**src/rtl/core/ntza_pkg.sv**
```systemverilog
// Shared types, constants and calendar helpers for the network time zone adjust block.
package ntza_pkg;

   localparam logic [11:0] YearBase      = 12'd2000;
   localparam logic [6:0]  YearMaxInCent = 7'd99;
   localparam logic [3:0]  MonthJan      = 4'd1;
   localparam logic [3:0]  MonthFeb      = 4'd2;
   localparam logic [3:0]  MonthApr      = 4'd4;
   localparam logic [3:0]  MonthJun      = 4'd6;
   localparam logic [3:0]  MonthSep      = 4'd9;
   localparam logic [3:0]  MonthNov      = 4'd11;
   localparam logic [3:0]  MonthDec      = 4'd12;
   localparam logic [4:0]  DayFirst      = 5'd1;
   localparam logic [4:0]  DaysLong      = 5'd31;
   localparam logic [4:0]  DaysShort     = 5'd30;
   localparam logic [4:0]  DaysFebLeap   = 5'd29;
   localparam logic [4:0]  DaysFeb       = 5'd28;
   localparam logic [4:0]  HourMax       = 5'd23;
   localparam logic [4:0]  HoursHalfDay  = 5'd12;
   localparam logic [5:0]  MinuteMax     = 6'd59;
   localparam logic [10:0] MinPerHour    = 11'd60;
   localparam logic [10:0] MinPerQuarter = 11'd15;
   localparam logic [6:0]  ZoneTensScale = 7'd10;
   localparam logic signed [12:0] MinPerDay = 13'sd1440;
   // floor(t * 1093 / 2^16) == floor(t / 60) for every t below 1440
   localparam logic [21:0] RecipSixty    = 22'd1093;
   localparam int          RecipShift    = 16;

   typedef struct packed {
      logic [6:0] yy;      // year counted from 2000
      logic [3:0] month;
      logic [4:0] day;
      logic       leap;
   } date_type;

   typedef struct packed {
      logic under;         // local time fell before midnight: step back one day
      logic over;          // local time passed midnight: step forward one day
   } carry_type;

   function automatic logic [4:0] month_len(input logic [3:0] month, input logic leap);
      logic [4:0] len;
      unique case (month)
         MonthFeb: len = leap ? DaysFebLeap : DaysFeb;
         MonthApr, MonthJun, MonthSep, MonthNov: len = DaysShort;
         default: len = DaysLong;
      endcase
      return len;
   endfunction

endpackage

```
**src/rtl/core/ntza_date_carry.sv**
```systemverilog
// Day, month and year step forward or back across midnight.
module ntza_date_carry (
   input  ntza_pkg::date_type  date,
   input  ntza_pkg::carry_type carry,
   output logic [11:0]         year,
   output logic [3:0]          month,
   output logic [4:0]          day
);
   import ntza_pkg::*;

   logic [11:0] full_year;
   logic [4:0]  cur_len;
   logic [4:0]  prev_len;

   assign full_year = YearBase + 12'(date.yy);
   assign cur_len   = month_len(date.month, date.leap);
   // January borrows from December, always 31 days
   assign prev_len  = (date.month == MonthJan) ? DaysLong
                                                : month_len(date.month - 4'd1, date.leap);

   always_comb begin
      year  = full_year;
      month = date.month;
      day   = date.day;
      // under and over never rise together; neither means no date change
      if (carry.under) begin
         if (date.day > DayFirst) begin
            day = date.day - 5'd1;
         end else begin
            day = prev_len;
            if (date.month > MonthJan) begin
               month = date.month - 4'd1;
            end else begin
               month = MonthDec;
               year  = full_year - 12'd1;
            end
         end
      end else if (carry.over) begin
         if (date.day < cur_len) begin
            day = date.day + 5'd1;
         end else begin
            day = DayFirst;
            if (date.month < MonthDec) begin
               month = date.month + 4'd1;
            end else begin
               month = MonthJan;
               year  = full_year + 12'd1;
            end
         end
      end
   end

endmodule

```
**src/rtl/core/network_time_zone_adjust.sv**
```systemverilog
// Top level: network time report plus zone octet to local date and time.
//
// Usage notes
//  - req_* channel: one beat is a network time report (two-digit year, month,
//    day, hour, minute, second, raw zone octet). A beat is taken on a rising
//    edge with req_valid high and req_stall low.
//  - rsp_* channel: one beat per request, in order: full local year, month,
//    day, hour, pm flag, minute, second. Taken when rsp_valid && !rsp_stall.
//  - csr_wr_en / csr_wr_data: the 24-hour select bit. 0 = 12-hour time with
//    pm flag, 1 = 24-hour time. Write only while the block is empty.
//  - Pipeline: four register stages: input cleanup, zone offset add and day
//    wrap, calendar carry with hour quotient (multiply by reciprocal),
//    minute remainder and 12-hour format.
//  - Throughput: one beat per cycle while rsp_stall stays low. Each stage holds
//    only while its successor is full and blocked, so bubbles close up under a stall.
//  - Receiver stall: the output stage holds its beat; stages behind it fill,
//    and req_stall rises once stage one is full and cannot move.
//  - Reset (synchronous, active high): all stage valids clear, the select
//    bit returns to 12-hour mode.
module network_time_zone_adjust (
   input  logic        clock,
   input  logic        reset,
   input  logic        req_valid,
   output logic        req_stall,
   input  logic [6:0]  req_year_in_century,
   input  logic [3:0]  req_month_in,
   input  logic [4:0]  req_day_in,
   input  logic [4:0]  req_hour_in,
   input  logic [5:0]  req_minute_in,
   input  logic [5:0]  req_second_in,
   input  logic [7:0]  req_zone_octet,
   output logic        rsp_valid,
   input  logic        rsp_stall,
   output logic [11:0] rsp_year_out,
   output logic [3:0]  rsp_month_out,
   output logic [4:0]  rsp_day_out,
   output logic [4:0]  rsp_hour_out,
   output logic        rsp_pm_flag,
   output logic [5:0]  rsp_minute_out,
   output logic [5:0]  rsp_second_out,
   input  logic        csr_wr_en,
   input  logic        csr_wr_data
);
   import ntza_pkg::*;

   // ---------------- config ----------------
   logic cfg_24h_ff;

   always_ff @(posedge clock) begin
      if (reset) begin
         cfg_24h_ff <= 1'b0;
      end else if (csr_wr_en) begin
         cfg_24h_ff <= csr_wr_data;
      end
   end

   // ---------------- flow control ----------------
   logic v1_ff, v2_ff, v3_ff, v4_ff;
   logic rdy1, rdy2, rdy3, rdy4;

   // a stage loads when it is empty or its contents move on this edge
   assign rdy4      = !v4_ff || !rsp_stall;
   assign rdy3      = !v3_ff || rdy4;
   assign rdy2      = !v2_ff || rdy3;
   assign rdy1      = !v1_ff || rdy2;
   assign req_stall = !rdy1;

   always_ff @(posedge clock) begin
      if (reset) begin
         v1_ff <= 1'b0;
         v2_ff <= 1'b0;
         v3_ff <= 1'b0;
         v4_ff <= 1'b0;
      end else begin
         if (rdy1) begin
            v1_ff <= req_valid;
         end
         if (rdy2) begin
            v2_ff <= v1_ff;
         end
         if (rdy3) begin
            v3_ff <= v2_ff;
         end
         if (rdy4) begin
            v4_ff <= v3_ff;
         end
      end
   end

   // ---------------- stage 1: clamp fields, decode zone ----------------
   logic [6:0]  yy_c;
   logic [3:0]  mon_c;
   logic        leap_c;
   logic [4:0]  len_c;
   logic [4:0]  hour_c;
   logic [5:0]  min_c;
   logic [6:0]  quarters_c;
   date_type    date1_in, date1_ff;
   logic [10:0] tod1_in, tod1_ff;       // minute of day, universal
   logic [10:0] offs1_in, offs1_ff;     // zone magnitude in minutes
   logic        neg1_ff;
   logic [5:0]  sec1_ff;

   assign yy_c  = (req_year_in_century > YearMaxInCent) ? YearMaxInCent : req_year_in_century;
   assign mon_c = (req_month_in < MonthJan) ? MonthJan :
                  (req_month_in > MonthDec) ? MonthDec : req_month_in;
   // 2000..2099: every fourth year is leap, 2000 included
   assign leap_c = (yy_c[1:0] == 2'b00);
   assign len_c  = month_len(mon_c, leap_c);

   always_comb begin
      date1_in.yy    = yy_c;
      date1_in.month = mon_c;
      date1_in.leap  = leap_c;
      date1_in.day   = (req_day_in < DayFirst) ? DayFirst :
                       (req_day_in > len_c) ? len_c : req_day_in;
   end

   assign hour_c     = (req_hour_in > HourMax) ? HourMax : req_hour_in;
   assign min_c      = (req_minute_in > MinuteMax) ? MinuteMax : req_minute_in;
   assign tod1_in    = 11'(hour_c) * MinPerHour + 11'(min_c);
   // swapped BCD; a units nibble above 9 counts at its binary value
   assign quarters_c = 7'(req_zone_octet[2:0]) * ZoneTensScale + 7'(req_zone_octet[7:4]);
   assign offs1_in   = 11'(quarters_c) * MinPerQuarter;

   always_ff @(posedge clock) begin
      if (rdy1) begin
         date1_ff <= date1_in;
         tod1_ff  <= tod1_in;
         offs1_ff <= offs1_in;
         neg1_ff  <= req_zone_octet[3];
         sec1_ff  <= req_second_in;
      end
   end

   // ---------------- stage 2: apply offset, wrap into one day ----------------
   logic signed [12:0] t_c;
   logic [10:0]        tw2_in, tw2_ff;
   carry_type          carry2_in, carry2_ff;
   date_type           date2_ff;
   logic [5:0]         sec2_ff;

   assign t_c = neg1_ff ? ($signed({2'b00, tod1_ff}) - $signed({2'b00, offs1_ff}))
                        : ($signed({2'b00, tod1_ff}) + $signed({2'b00, offs1_ff}));

   always_comb begin
      carry2_in.under = t_c[12];
      carry2_in.over  = !t_c[12] && (t_c >= MinPerDay);
      priority if (carry2_in.under) begin
         tw2_in = 11'(t_c + MinPerDay);
      end else if (carry2_in.over) begin
         tw2_in = 11'(t_c - MinPerDay);
      end else begin
         tw2_in = t_c[10:0];
      end
   end

   always_ff @(posedge clock) begin
      if (rdy2) begin
         tw2_ff    <= tw2_in;
         carry2_ff <= carry2_in;
         date2_ff  <= date1_ff;
         sec2_ff   <= sec1_ff;
      end
   end

   // ---------------- stage 3: calendar carry, hour quotient ----------------
   logic [11:0] year3_in, year3_ff;
   logic [3:0]  mon3_in, mon3_ff;
   logic [4:0]  day3_in, day3_ff;
   logic [21:0] prod_c;
   logic [4:0]  hour3_ff;
   logic [10:0] tw3_ff;
   logic [5:0]  sec3_ff;

   ntza_date_carry u_date_carry (
      .date  (date2_ff),
      .carry (carry2_ff),
      .year  (year3_in),
      .month (mon3_in),
      .day   (day3_in)
   );

   assign prod_c = 22'(tw2_ff) * RecipSixty;

   always_ff @(posedge clock) begin
      if (rdy3) begin
         year3_ff <= year3_in;
         mon3_ff  <= mon3_in;
         day3_ff  <= day3_in;
         hour3_ff <= prod_c[RecipShift +: 5];
         tw3_ff   <= tw2_ff;
         sec3_ff  <= sec2_ff;
      end
   end

   // ---------------- stage 4: minute remainder, hour format ----------------
   logic [10:0] hour_min_c;
   logic        pm_c;
   logic [4:0]  h12_c;
   logic [4:0]  hour4_in;
   logic [5:0]  min4_in;

   assign hour_min_c = 11'(hour3_ff) * MinPerHour;
   assign min4_in    = 6'(tw3_ff - hour_min_c);
   assign pm_c       = (hour3_ff >= HoursHalfDay);

   always_comb begin
      h12_c = pm_c ? (hour3_ff - HoursHalfDay) : hour3_ff;
      // midnight and noon both read as 12
      if (h12_c == 5'd0) begin
         h12_c = HoursHalfDay;
      end
      hour4_in = cfg_24h_ff ? hour3_ff : h12_c;
   end

   always_ff @(posedge clock) begin
      if (rdy4) begin
         rsp_year_out   <= year3_ff;
         rsp_month_out  <= mon3_ff;
         rsp_day_out    <= day3_ff;
         rsp_hour_out   <= hour4_in;
         rsp_pm_flag    <= pm_c && !cfg_24h_ff;
         rsp_minute_out <= min4_in;
         rsp_second_out <= sec3_ff;
      end
   end

   assign rsp_valid = v4_ff;

   // ---------------- checks ----------------
   a_accept_fills_s1: assert property (@(posedge clock) disable iff (reset)
      (req_valid && !req_stall) |=> v1_ff)
      else $error("accepted beat did not land in stage one");

   a_no_pm_in_24h: assert property (@(posedge clock) disable iff (reset)
      rsp_valid |-> !(rsp_pm_flag && cfg_24h_ff))
      else $error("pm flag set in 24-hour mode");

   a_h12_range: assert property (@(posedge clock) disable iff (reset)
      (rsp_valid && !cfg_24h_ff) |-> (rsp_hour_out >= 5'd1 && rsp_hour_out <= HoursHalfDay))
      else $error("12-hour value out of range");

   a_minute_range: assert property (@(posedge clock) disable iff (reset)
      rsp_valid |-> (rsp_minute_out <= MinuteMax))
      else $error("minute remainder out of range");

   a_date_range: assert property (@(posedge clock) disable iff (reset)
      rsp_valid |-> (rsp_month_out >= MonthJan && rsp_month_out <= MonthDec
                     && rsp_day_out >= DayFirst))
      else $error("local date out of range");

endmodule

```
**config.mk**
```make
export PLATFORM = sky130hd
export DESIGN_NAME = network_time_zone_adjust
export DESIGN_NICKNAME = d
export VERILOG_FILES = /design/src/rtl/core/ntza_pkg.sv /design/src/rtl/core/ntza_date_carry.sv /design/src/rtl/core/network_time_zone_adjust.sv
export SDC_FILE = /design/constraint.sdc
export NUM_CORES = 1
export LEC_CHECK = 0
export ABC_CLOCK_PERIOD_IN_PS = 7400
export BUFFER_PORTS_ARGS = -buffer_cell sky130_fd_sc_hd__buf_2
export CORE_ASPECT_RATIO = 1.4
export CORE_MARGIN = 5
export CORE_UTILIZATION = 50
export DETAILED_ROUTE_END_ITERATION = 10
export PLACE_DENSITY = 0.8
export SYNTH_ARGS = -nofsm -noshare
export SYNTH_HDL_FRONTEND = slang
export SYNTH_SLANG_ARGS = --single-unit
```
**constraint.sdc**
```tcl
create_clock -name clock -period 7.4 [get_ports clock]
set_input_delay 0.74 -clock clock [delete_from_list [all_inputs] [get_ports clock]]
set_output_delay 0.74 -clock clock [all_outputs]
set_load 0.005 [all_outputs]
```
==> flow_summary_export.csv <==
group,metric,value,unit
logic_synthesis,async_reset_ff_share,0,%
floorplanning,dieArea,0.02388,mm²
clocking,hold_buffers,0,
global_route,grt_max_degree,48,
placement,dp_slack,2595,ps
timing,hold_ws,417.4,ps
critical_path,r2r_slack,3410,ps
logic_synthesis,syn-num-nets,1128,
logic_synthesis,yosys_warnings,0,
timing,worstMarginPinSlew,697.8,ps
job,maxCapViolCount,0,
run_status,status,"finished clean",
global_route,busiest_layer,"met2",
route,viasPerCell,5.436,
logic_synthesis,synth_edf_count,159,
pwr,vdd_drop_max,0.1866,mV
placement,hpwl,14.30,mm
critical_path,crit_type,"input pin to register",
logic_synthesis,synthesis.area,0.01043,mm²
logic_synthesis,synth_top_area_share,45.79,%
clocking,ctsResizeCount,0,
global_route,grt_pass1_wl,31.29,mm
pwr,power,5390,µW
timing,rsz0062_at_grt,"false",
route,drtAntennaViolNets,0,
route,num_vias,6887,
logic_synthesis,synth_top_area_cell,"edfxtp_1",
route,drt_iter0_markers,418,
logic_synthesis,synth_ff_type,"edfxtp_1",
critical_path,start_kind,"input pin",
placement,place.gp.congestion,0.8531,
timing,period_share,58.77,%
logic_synthesis,synthCells,911,
clocking,clk_latency,420,ps
floorplanning,io_pins,88,
global_route,met2_usage,30.34,%
clocking,cts.sinks,164,
logic_synthesis,synth_cell_types,61,
logic_synthesis,ys_ff_latch,164,
timing,fin_worst_skew,15.23,ps
placement,port_buffers,87,
route,drc,0,
global_route,grt_util_met3,2.476,%
clocking,path_clk_slew,70,ps
route,drt-total-wl,18.38,mm
logic_synthesis,ys_seq_area_share,46.75,%
clocking,cts_tree,"built",
global_route,grt_pass1_vias,6962,
route,routedWlPerCell,14.51,µm
clocking,cts_buffer_depth,2,
pwr,power_density,458.4,mW/mm²
timing,setup_violations,0,
floorplanning,start_util,50.72,%
floorplanning,coreArea,0.02056,mm²
final_layout,area_growth,12.78,%
timing,slew_violations,0,
timing,setup_ws,3051,ps
logic_synthesis,synth.area.top_cells,"edfxtp_1 46%, ha_1 17%, fa_1 5.2%",
timing,slew_headroom,53.48,%
timing,tns,0,ps
timing,fmax,230.0,MHz
critical_path,worstPathRequired,7570,ps
final_layout,fin_nets,1215,
clocking,cts_setup_buffers,0,
clocking,htreeDepth,4,
route,drt_pass1_iterations,5,
global_route,use_met1,17.05,%
global_route,antenna_found_initial,0,
floorplanning,die_h,180.9,µm
final_layout,utilization,57.21,%
final_layout,post_route_cells_drive_above_1_share,13.25,%
worst_hold_path,hold_path.class,"register to register",
pwr,p_leak,0.005308,µW
critical_path,endpoint_kind,"register",
logic_synthesis,yosys-top-cells-count,"159 x edfxtp_1, 143 x ha_1, 117 x inv_1, 53 x a21oi_1, 52 x nor2_1",
global_route,overflow,0,
logic_synthesis,yosysMostFrequentCell,"edfxtp_1",
clocking,cts_root_buf,"clkbuf_16",
clocking,cts_buffers,17,
critical_path,critPathArrivalTime,4520,ps
logic_synthesis,syn_avg_cell_area,11.45,µm²
floorplanning,rows,62,
critical_path,cp_max_fo,3,
timing,fin_crit,4349,ps
timing,finalHoldViolCount,0,
floorplanning,die_x,132.1,µm
final_layout,num_antenna_cells,0,
global_route,track_usage,15.61,%
==> critical path, cell delays in order <==
cell	delay (ps)
buf_2	110
ha_1	300
ha_1	330
a21oi_1	260
xnor2_1	270
inv_1	210
fa_1	500
fa_1	540
inv_1	40
ha_1	330
a21oi_1	220
o21bai_1	110
a21oi_1	230
o21bai_1	90
a21oi_1	170
xnor2_1	80
==> where the power goes <==
| group | internal, µW | switching (µW) | total [µW] |
|---|---|---|---|
| combinational | 1340 | 1610 | 2940 |
| sequential | 1390 | 139 | 1530 |
| clock | 519 | 393 | 912 |
| total | 3250 | 2140 | 5390 |
==> placed cells by master (no fill, tap or decap), types with 5 or more instances in the layout <==
master / count
nor2_1: 52
buf_2: 87
fa_1: 27
nand2b_1: 17
and3_1: 9
o21bai_1: 9
dfxtp_1: 5
xnor2_1: 42
nand2_1: 35
inv_1: 117
xor2_1: 12
nand4_1: 7
nand3_1: 13
a31oi_1: 12
edfxtp_1: 159
nor3_1: 23
o211ai_1: 8
buf_4: 5
and2_1: 7
o21a_1: 6
nor2b_1: 11
inv_6: 6
a211oi_1: 8
a21oi_1: 53
a21o_1: 16
o21ai_0: 32
ha_1: 143
clkbuf_16: 17
==> path summary, 6_finish.rpt <==
check | start | endpoint | cells past startpoint
max | req_zone_octet[0] | offs1_ff[10] | 16
min | mon3_ff[2] | rsp_month_out[2] | 0
max reg2reg | tw2_ff[2] | hour3_ff[4] | 16
min reg2reg | mon3_ff[2] | rsp_month_out[2] | 0
==> flip-flops by register name, summed over array words and instances, names as in the netlist, 11 cells and up <==
name and count:
rsp_year_out 12, offs1_ff 11, tod1_ff 11, year3_ff 12, tw2_ff 11, date2_ff 17
date1_ff 17
==> metal layers <==
layer / wire length [µm] / vias to the layer above
li1: - / 3429
met1: 6956 / 3265
met2: 10290 / 167
met3: 815 / 26
met4: 323 / 0
met5: 0 / -
==> per-stage QoR <==
stage / cells / instance area, µm²
after floorplan: 911 / 10430
after global placement: 1235 / 11130
after detailed placement: 1235 / 11130
after CTS: 1267 / 11760
after global routing: 1267 / 11760
final: 1267 / 11760
==> cells by family after synthesis <==
kind of cell,count (synthesis),share of synthesized area (%)
muxes,4,0.3960
xor gates and xnor gates,54,4.536
adders and majority gates,170,22.34
AOI/OAI and AO/OA,184,11.56
DFF,164,46.75
and+or+nand+nor,193,9.275
buffers and inverters,142,5.148
==> final cells by class <==
type,count,area (µm²)
inverter,118,442.9
tap,256,320.3
timing repair buffer,92,473.0
clock buffer,17,425.4
fill,1635,8797
multi-input combinational,605,5021
clock inverter,15,202.7
sequential,164,4875
No activity file was read; power rests on OpenSTA's default activity.
